===== src/rtl/core/hsvc_pkg.sv =====
// Shared types and constants for the HSV to RGB converter.
// No dependencies; imported by the converter top level and its multiplier.
`timescale 1ns / 1ps

package hsvc_pkg;

   // Width of the color inputs on the ports (unsigned Q0.16).
   localparam int unsigned IN_BITS = 16;

   // Width of one output color channel.
   localparam int unsigned BYTE_BITS = 8;

   // Hue is scaled by six to find the sector of the color wheel.
   localparam logic [2:0] HUE_SECTORS = 3'd6;

   // Full-scale channel value: a channel is this times its fraction.
   localparam logic [BYTE_BITS-1:0] BYTE_MAX = 8'hFF;

   // Sector of the hue wheel, from red toward magenta.
   typedef enum logic [2:0] {
      SECTOR_RED     = 3'd0,
      SECTOR_YELLOW  = 3'd1,
      SECTOR_GREEN   = 3'd2,
      SECTOR_CYAN    = 3'd3,
      SECTOR_BLUE    = 3'd4,
      SECTOR_MAGENTA = 3'd5
   } sector_type;

endpackage


===== src/rtl/core/hsvc_frac_mul.sv =====
// Fractional multiplier: (a * b) >> FRAC_BITS for a Q0.F factor and a factor up to one.
// Uses hsvc_pkg only for the common house style; no submodules.
`timescale 1ns / 1ps

module hsvc_frac_mul
   import hsvc_pkg::*;
#(
   parameter int unsigned FRAC_BITS = 16
) (
   input  logic [FRAC_BITS-1:0] frac_a,
   input  logic [FRAC_BITS:0]   frac_b,
   output logic [FRAC_BITS-1:0] product
);

   logic [2*FRAC_BITS:0] full_product;

   // The first factor is below one and the second at most one, so the top
   // bit of the full product is always clear and the result fits in Q0.F.
   assign full_product = {{(FRAC_BITS+1){1'b0}}, frac_a} * {{FRAC_BITS{1'b0}}, frac_b};
   assign product      = full_product[2*FRAC_BITS-1:FRAC_BITS];

endmodule


===== src/rtl/core/hsv_to_rgb_converter.sv =====
// HSV to 8-bit RGB color converter, four-stage pipeline.
// Depends on hsvc_pkg and hsvc_frac_mul.
`timescale 1ns / 1ps

// Usage:
//   Drive req_hue, req_saturation and req_brightness (unsigned Q0.16) with
//   start high; the transfer is taken at the rising edge where start is high
//   and busy is low. busy stays low, so a new pixel may enter every cycle.
//   The result appears on rsp_red, rsp_green and rsp_blue with rsp_valid high
//   for exactly one cycle, once the pixel has passed every pipeline stage,
//   and is taken at the edge that ends that cycle. Throughput is one pixel per clock.
//   The pipeline stages are the input scaling stage, the two dependent
//   multiplies (s*f, then v*(1-s*f)) and the final channel select and byte
//   scaling stage.
//   Synchronous reset clears the valid bits of every stage, so pixels in
//   flight are dropped and no strobe follows reset.
//   The receiver cannot stall the block: results are never held off.
//   FRAC_BITS sets the internal precision (8 to 24 bits).
module hsv_to_rgb_converter
   import hsvc_pkg::*;
#(
   parameter int unsigned FRAC_BITS = 16
) (
   input  logic                 clock,
   input  logic                 reset,
   input  logic                 start,
   output logic                 busy,
   input  logic [IN_BITS-1:0]   req_hue,
   input  logic [IN_BITS-1:0]   req_saturation,
   input  logic [IN_BITS-1:0]   req_brightness,
   output logic                 rsp_valid,
   output logic [BYTE_BITS-1:0] rsp_red,
   output logic [BYTE_BITS-1:0] rsp_green,
   output logic [BYTE_BITS-1:0] rsp_blue
);

   localparam int unsigned F = FRAC_BITS;
   localparam logic [F:0]  ONE_FX = {1'b1, {F{1'b0}}};

   // The pipeline never stalls, so a transfer is possible every cycle.
   assign busy = 1'b0;

   // ---------------------------------------------------------------
   // Stage 1: bring inputs to Q0.F, split 6*h into sector and fraction.
   // ---------------------------------------------------------------
   logic [F+IN_BITS-1:0] hue_ext, sat_ext, val_ext;
   logic [F-1:0]         hue_fx, sat_fx, val_fx;
   logic [F+2:0]         hue_six;

   assign hue_ext = {req_hue,        {F{1'b0}}};
   assign sat_ext = {req_saturation, {F{1'b0}}};
   assign val_ext = {req_brightness, {F{1'b0}}};
   assign hue_fx  = hue_ext[F+IN_BITS-1:IN_BITS];
   assign sat_fx  = sat_ext[F+IN_BITS-1:IN_BITS];
   assign val_fx  = val_ext[F+IN_BITS-1:IN_BITS];
   assign hue_six = {3'b000, hue_fx} * {{F{1'b0}}, HUE_SECTORS};

   logic             s1_valid_ff, s1_valid_in;
   logic [2:0]       s1_sector_ff;
   logic [F-1:0]     s1_frac_ff, s1_sat_ff, s1_val_ff;
   logic             s1_grey_ff;

   assign s1_valid_in = start & ~busy;

   always_ff @(posedge clock) begin
      if (reset) begin
         s1_valid_ff <= 1'b0;
      end else begin
         s1_valid_ff <= s1_valid_in;
      end
      s1_sector_ff <= hue_six[F+2:F];
      s1_frac_ff   <= hue_six[F-1:0];
      s1_sat_ff    <= sat_fx;
      s1_val_ff    <= val_fx;
      s1_grey_ff   <= (sat_fx == '0);
   end

   // ---------------------------------------------------------------
   // Stage 2: s*f, s*(1-f) and p = v*(1-s).
   // ---------------------------------------------------------------
   logic [F:0]   one_minus_frac, one_minus_sat;
   logic [F-1:0] sat_frac, sat_cofrac, p_value;

   assign one_minus_frac = ONE_FX - {1'b0, s1_frac_ff};
   assign one_minus_sat  = ONE_FX - {1'b0, s1_sat_ff};

   hsvc_frac_mul #(.FRAC_BITS(F)) u_mul_sf (
      .frac_a (s1_sat_ff),
      .frac_b ({1'b0, s1_frac_ff}),
      .product(sat_frac)
   );

   hsvc_frac_mul #(.FRAC_BITS(F)) u_mul_scf (
      .frac_a (s1_sat_ff),
      .frac_b (one_minus_frac),
      .product(sat_cofrac)
   );

   hsvc_frac_mul #(.FRAC_BITS(F)) u_mul_p (
      .frac_a (s1_val_ff),
      .frac_b (one_minus_sat),
      .product(p_value)
   );

   logic         s2_valid_ff;
   logic [2:0]   s2_sector_ff;
   logic [F-1:0] s2_val_ff, s2_sf_ff, s2_scf_ff, s2_p_ff;
   logic         s2_grey_ff;

   always_ff @(posedge clock) begin
      if (reset) begin
         s2_valid_ff <= 1'b0;
      end else begin
         s2_valid_ff <= s1_valid_ff;
      end
      s2_sector_ff <= s1_sector_ff;
      s2_val_ff    <= s1_val_ff;
      s2_sf_ff     <= sat_frac;
      s2_scf_ff    <= sat_cofrac;
      s2_p_ff      <= p_value;
      s2_grey_ff   <= s1_grey_ff;
   end

   // ---------------------------------------------------------------
   // Stage 3: q = v*(1-s*f) and t = v*(1-s*(1-f)).
   // ---------------------------------------------------------------
   logic [F-1:0] q_value, t_value;

   hsvc_frac_mul #(.FRAC_BITS(F)) u_mul_q (
      .frac_a (s2_val_ff),
      .frac_b (ONE_FX - {1'b0, s2_sf_ff}),
      .product(q_value)
   );

   hsvc_frac_mul #(.FRAC_BITS(F)) u_mul_t (
      .frac_a (s2_val_ff),
      .frac_b (ONE_FX - {1'b0, s2_scf_ff}),
      .product(t_value)
   );

   logic         s3_valid_ff;
   logic [2:0]   s3_sector_ff;
   logic [F-1:0] s3_val_ff, s3_p_ff, s3_q_ff, s3_t_ff;
   logic         s3_grey_ff;

   always_ff @(posedge clock) begin
      if (reset) begin
         s3_valid_ff <= 1'b0;
      end else begin
         s3_valid_ff <= s2_valid_ff;
      end
      s3_sector_ff <= s2_sector_ff;
      s3_val_ff    <= s2_val_ff;
      s3_p_ff      <= s2_p_ff;
      s3_q_ff      <= q_value;
      s3_t_ff      <= t_value;
      s3_grey_ff   <= s2_grey_ff;
   end

   // ---------------------------------------------------------------
   // Stage 4: route by sector (grey pixels take v on every channel), then scale each channel to a byte.
   // ---------------------------------------------------------------
   logic [F-1:0]   red_fx, green_fx, blue_fx;
   logic [F+7:0]   red_full, green_full, blue_full;

   always_comb begin
      red_fx   = s3_val_ff;
      green_fx = s3_val_ff;
      blue_fx  = s3_val_ff;
      if (!s3_grey_ff) begin
         unique case (sector_type'(s3_sector_ff))
            SECTOR_RED: begin
               red_fx = s3_val_ff; green_fx = s3_t_ff;   blue_fx = s3_p_ff;
            end
            SECTOR_YELLOW: begin
               red_fx = s3_q_ff;   green_fx = s3_val_ff; blue_fx = s3_p_ff;
            end
            SECTOR_GREEN: begin
               red_fx = s3_p_ff;   green_fx = s3_val_ff; blue_fx = s3_t_ff;
            end
            SECTOR_CYAN: begin
               red_fx = s3_p_ff;   green_fx = s3_q_ff;   blue_fx = s3_val_ff;
            end
            SECTOR_BLUE: begin
               red_fx = s3_t_ff;   green_fx = s3_p_ff;   blue_fx = s3_val_ff;
            end
            default: begin
               red_fx = s3_val_ff; green_fx = s3_p_ff;   blue_fx = s3_q_ff;
            end
         endcase
      end
   end

   // 255 * x is a constant multiply that synthesis reduces to x*256 - x.
   assign red_full   = {8'd0, red_fx}   * {{F{1'b0}}, BYTE_MAX};
   assign green_full = {8'd0, green_fx} * {{F{1'b0}}, BYTE_MAX};
   assign blue_full  = {8'd0, blue_fx}  * {{F{1'b0}}, BYTE_MAX};

   logic                 s4_valid_ff;
   logic [BYTE_BITS-1:0] s4_red_ff, s4_green_ff, s4_blue_ff;

   always_ff @(posedge clock) begin
      if (reset) begin
         s4_valid_ff <= 1'b0;
      end else begin
         s4_valid_ff <= s3_valid_ff;
      end
      s4_red_ff   <= red_full[F+7:F];
      s4_green_ff <= green_full[F+7:F];
      s4_blue_ff  <= blue_full[F+7:F];
   end

   // Result transfer: one strobe per pixel.
   assign rsp_valid = s4_valid_ff;
   assign rsp_red   = s4_red_ff;
   assign rsp_green = s4_green_ff;
   assign rsp_blue  = s4_blue_ff;

endmodule


===== config.mk =====
export PLATFORM = sky130hd
export DESIGN_NAME = hsv_to_rgb_converter
export DESIGN_NICKNAME = d
export VERILOG_FILES = /design/src/rtl/core/hsvc_pkg.sv /design/src/rtl/core/hsvc_frac_mul.sv /design/src/rtl/core/hsv_to_rgb_converter.sv
export SDC_FILE = /design/constraint.sdc
export NUM_CORES = 2
export LEC_CHECK = 0
export BUFFER_PORTS_ARGS = -buffer_cell sky130_fd_sc_hd__buf_2
export CAP_MARGIN = 25
export CORE_MARGIN = 2
export CORE_UTILIZATION = 65
export DETAILED_ROUTE_END_ITERATION = 16
export PLACE_DENSITY = 0.86
export SLEW_MARGIN = 0
export SYNTH_ARGS = -nofsm -noshare
export SYNTH_HDL_FRONTEND = slang
export SYNTH_SLANG_ARGS = --single-unit

===== constraint.sdc =====
create_clock -name clock -period 11.34 [get_ports clock]
set_clock_uncertainty 0.1 [all_clocks]
set_input_delay 3.402 -clock clock [delete_from_list [all_inputs] [get_ports clock]]
set_output_delay 3.402 -clock clock [all_outputs]
set_load 0.05 [all_outputs]

Word-level counts from Yosys, hierarchy flattened
Index checks and enable logic that the tools add are counted.
Word-level totals
  word-level logic and storage cells: 53
  bits in registers: 215
  bits of input ports: 51
  output and inout port bits: 26
Cells by class
  equal/unequal tests: 4
  mux-type cells: 6
  reduce and logical (&&, ||, !) cells: 6
  $add $sub $neg: 4
  multipliers: 9
Operators with widths (count)
  $pmux W16 S3: 3
  $mul A16 B17 Y32: 4
  $mul A16 B8 Y24 const B: 3
  $sub A17 B16 Y17 const A: 4
  $mux W16: 3
  $mul A16 B15 Y31: 1
  $mul A16 B2 Y18 const B: 1
  $logic_not A16 Y1: 1
  $reduce_or A2 Y1: 4
  $eq A3 B2 Y1 const B: 2
  $eq A3 B1 Y1 const B: 1
  $eq A3 B3 Y1 const B: 1
  $logic_not A3 Y1: 1

Longest topological paths before layout
  word-level depth: 5
  depth in mapped cells: 31
  depth with buffers taken out: 28

Cells and area by module
From an unflattened synthesis, not the netlist that was laid out.
Second synthesis, totals
  cell total of the unflattened synthesis: 6692
  area total of the unflattened synthesis: 59783.6 µm²
Modules (own cells, without submodules)
  hsvc_frac_mul at u_mul_p ...: cells each 1028, seq. area each 0.0 µm², times used 3, area an instance 8853.5 µm²
  hsv_to_rgb_converter: cells each 1663, seq. area each 4304.1 µm², times used 1, area an instance 16166.8 µm²
  hsvc_frac_mul at u_mul_sf: cells each 980, seq. area each 0.0 µm², times used 1, area an instance 8544.4 µm²
  hsvc_frac_mul at u_mul_t: cells each 965, seq. area each 0.0 µm², times used 1, area an instance 8511.9 µm²

Worst setup path before layout
No wires, ideal clock.
  kind: reg2reg
  from: register s1_sat_ff[0]
  to: register s2_p_ff[11]
  cell stages (with the launch flop): 31
  setup time: 0.072 ns
  path buffers: 3
  clock period less this slack: 7.786 ns
  required time: 11.168 ns
  arrival time: 7.614 ns
  slack: 3.554 ns
  cells stage by stage: dfxtp_1 -> buf_2 -> clkbuf_1 -> inv_1 -> ha_1 -> nor3b_1 -> nand2_1 -> or2_2 -> nor4_1 -> xnor2_1 -> clkbuf_1 -> nand2_1 -> fa_1 -> fa_1 -> inv_1 -> fa_1 -> fa_1 -> fa_1 -> inv_1 -> fa_1 -> inv_1 -> ha_1 -> a21oi_1 -> o21ai_0 -> nor4b_1 -> a221oi_2 -> o21ai_0 -> o21ai_0 -> or2_2 -> a31oi_1 -> xnor2_1
On the way
  cells in the longest elaborated chain, start to end: 2
Ends and longest elaborated chain
  from (decl): line hsv_to_rgb_converter.sv:60  | logic [F-1:0] s1_frac_ff, s1_sat_ff, s1_val_ff;
  from (signal assigned): line hsv_to_rgb_converter.sv:73  | s1_sat_ff <= sat_fx;
  $sub A17 B16 Y17: line hsv_to_rgb_converter.sv:85  | assign one_minus_sat = ONE_FX - {1'b0, s1_sat_ff};
  $mul A16 B17 Y32: line hsvc_frac_mul.sv:19  | assign full_product = {{(FRAC_BITS+1){1'b0}}, frac_a} * {{FRAC_BITS{1'b0}}, frac_b};
  named net p_value[11]: line hsv_to_rgb_converter.sv:82  | logic [F-1:0] sat_frac, sat_cofrac, p_value;
  to (signal assigned): line hsv_to_rgb_converter.sv:120  | s2_p_ff <= p_value;
  to (decl): line hsv_to_rgb_converter.sv:107  | logic [F-1:0] s2_val_ff, s2_sf_ff, s2_scf_ff, s2_p_ff;
The timed path passes the listed nets, and every way through them passes these cells.
A chain may end at the register's enable or synchronous reset.

Worst setup path in the final report
Same ends and word-level chain as after synthesis.

==> qor.csv <==
stage;metric;value;unit
grt;antenna_found_initial;2;
grt;grt_pass1_wl;231000;um
place;portBuffers;75;
hold_path;hold_start;s2_p_ff[8];
place;hpwl;108000;um
detailed_routing;detail-route-antenna-nets;0;
sta;fmax;0.115;GHz
sta;relSlewSlack;27.3;%
critical_path;critPathRequiredTime;11.77;ns
sta;finalMaxSlewViolations;0;
die;core-area;85100;um^2
layout;fin_nets;7909;
sta;hold_ws;0.220;ns
logic_synthesis;synth_top_area_share;43.0;%
clocking;cts_made_buffers;26;
clocking;post_cts_buffers;0;
critical_path;critPathMaxFanout;45;
logic_synthesis;yosys_warnings;0;
clocking;clockBufferDepth;3;
clocking;clk_latency;0.61;ns
detailed_routing;drt_pass1_iterations;8;
sta;fin_crit;8.69;ns
place;gp_congestion;0.935;
logic_synthesis;synth_area_per_cell;9.15;um^2
die;die_h;297;um
clocking;cts_sinks;215;
layout;fin_util;68.6;%
place;dp_cells;7144;
layout;final_cell_mix;1,359 x inv_1, 1,197 x fa_1, 769 x nand2_1, 630 x ha_1, 593 x and2_1;
critical_path;end_kind;flip-flop;
logic_synthesis;ys_async_sr_fraction;0;%
clocking;postCtsHoldBufs;0;
hold_path;hold_path_class;flip-flop to flip-flop;
grt;grt_usage;32.6;%
detailed_routing;wl_per_cell;19.5;um
critical_path;critPathLaunch;s1_sat_ff[0];
die;die_area;88200;um^2
clocking;cts_tree;yes;
grt;grt_max_degree;70;
critical_path;cpPeakStageDelay;0.58;ns
detailed_routing;wirelength;140000;um
logic_synthesis;syn-num-nets;7972;
layout;final_cells;7197;
logic_synthesis;synth_top_area_cell;fa_1;
critical_path;arrival;9.12;ns
sta;period_share;76.6;%
outcome;status;complete, no violations;
clocking;cts_root_buf;clkbuf_16;
logic_synthesis;syn_area;55800;um^2
critical_path;rr_startpoint;s1_sat_ff[0];
die;num_rows;107;
logic_synthesis;yosysSeqAreaShare;7.72;%
detailed_routing;drt_iter0_markers;3430;
critical_path;crit_slowest_cell;nor3b_1;
layout;area_growth;4.64;%
logic_synthesis;ys_ff_latch;215;
die;initial_core_util;65.5;%
clocking;cts-htree-levels;1;
logic_synthesis;syn_inst;6094;
grt;overflow;0;
layout;mostFrequentLayoutCell;inv_1;
logic_synthesis;synthTopCellsByArea;fa_1 43%, ha_1 14%, inv_1 9.1%, dfxtp_1 7.7%, and2_1 6.6%;
clocking;ctsResizeCount;0;
critical_path;crit_top_cell;fa_1;
flow_run;max_cap_violations;0;
sta;setup-tns-final;0;ns
detailed_routing;vias;41600;
die;io_pins;77;
sta;hold_violations;0;
sta;worst_slew_pin_slew;1.09;ns
logic_synthesis;synth-edff-count;0;
layout;drive_above_1_share;4.40;%
sta;rsz0062_at_grt;no;
detailed_routing;drc;0;
sta;setup_violations;0;
critical_path;critPathLaunchType;flip-flop;
grt;grt_pass1_vias;45700;
logic_synthesis;ys_types;79;
die;die_x;297;um
clocking;clk_pin_slew;0.07;ns
critical_path;criticalPathCategory;flip-flop to flip-flop;
detailed_routing;viasPerCell;5.77;
logic_synthesis;ys.flop_type;dfxtp_1;
[cell families (layout without fill, tap and decap cells)]
| family | after synthesis | after routing | synth area share, % |
|---|---|---|---|
| buf+inv | 1618 | 1575 | 10.9 |
| flops | 215 | 215 | 7.72 |
| other cells | 1 | 3 | 0.00672 |
| simple gates | 1773 | 1773 | 15.7 |
| fa+ha+maj | 1827 | 1827 | 57.1 |
| compound gates | 457 | 457 | 5.29 |
| mux | 24 | 24 | 0.431 |
| xor+xnor | 179 | 179 | 2.82 |
[cell usage after synthesis, types with 55 or more instances]
| cell | count |
|---|---|
| a21oi_1 | 159 |
| o21ai_0 | 64 |
| and2_1 | 593 |
| dfxtp_1 | 215 |
| fa_1 | 1197 |
| ha_1 | 630 |
| clkbuf_1 | 234 |
| nor2_1 | 174 |
| xnor2_1 | 131 |
| a21o_1 | 55 |
| inv_1 | 1359 |
| nand2_1 | 769 |
[metal layers]
metal	global-route usage [%]	vias up	wire (um)
met4	13.1	0	6330
met5	0	-	0
met1	41.5	20600	52200
met2	53.9	2352	65900
li1	-	18100	-
met3	7.69	498	15600
[worst paths after layout]
kind	to	cells after the start	slack [ns]
worst max register to register	s2_p_ff[11]	29	2.65
worst min-delay path	s3_p_ff[8]	0	0.22
worst min register to register	s3_p_ff[8]	0	0.22
worst max-delay path	s2_p_ff[11]	29	2.65
[critical path: cells and delay by family (launching register included)]
kind	cells	cell delay [ns]
AOI/OAI and AO/OA	6	1.25
xor gates and xnor gates	2	0.33
adders and majority gates	8	3.58
buffers and inverters	6	0.82
DFF	1	0.30
and+or+nand+nor	7	2.24
[metrics by stage]
step                area [um^2]  worst slack [ns]
CTS                       58300              2.78
global route              58400              2.11
floorplan                 55800              3.55
global placement          57400              3.05
finish                    58400              2.65
detailed placement        57400              2.82
[layout make-up]
type	count	area [um^2]
multi-input cells	4261	45500
inverters	1359	5100
clock inverters	17	189
flip-flops and latches	215	4310
diodes	2	5.00
fillers	6190	26800
well taps	1144	1430
clock buffers	31	719
repair buffers	168	1100
[registers in the layout, summed over array words and instances, names as in the netlist, 3 cells and up]
name and flops:
rsp_blue 8, rsp_green 8, rsp_red 8, s1_frac_ff 15
s1_sat_ff 16, s1_sector_ff 3, s1_val_ff 16, s2_p_ff 16
s2_scf_ff 16, s2_sector_ff 3, s2_sf_ff 16, s2_val_ff 16
s3_p_ff 16, s3_q_ff 16, s3_sector_ff 3, s3_t_ff 16
s3_val_ff 16
Power is not shown: default switching activity piles up to over one toggle a cycle in this logic, so the estimate is an artifact.
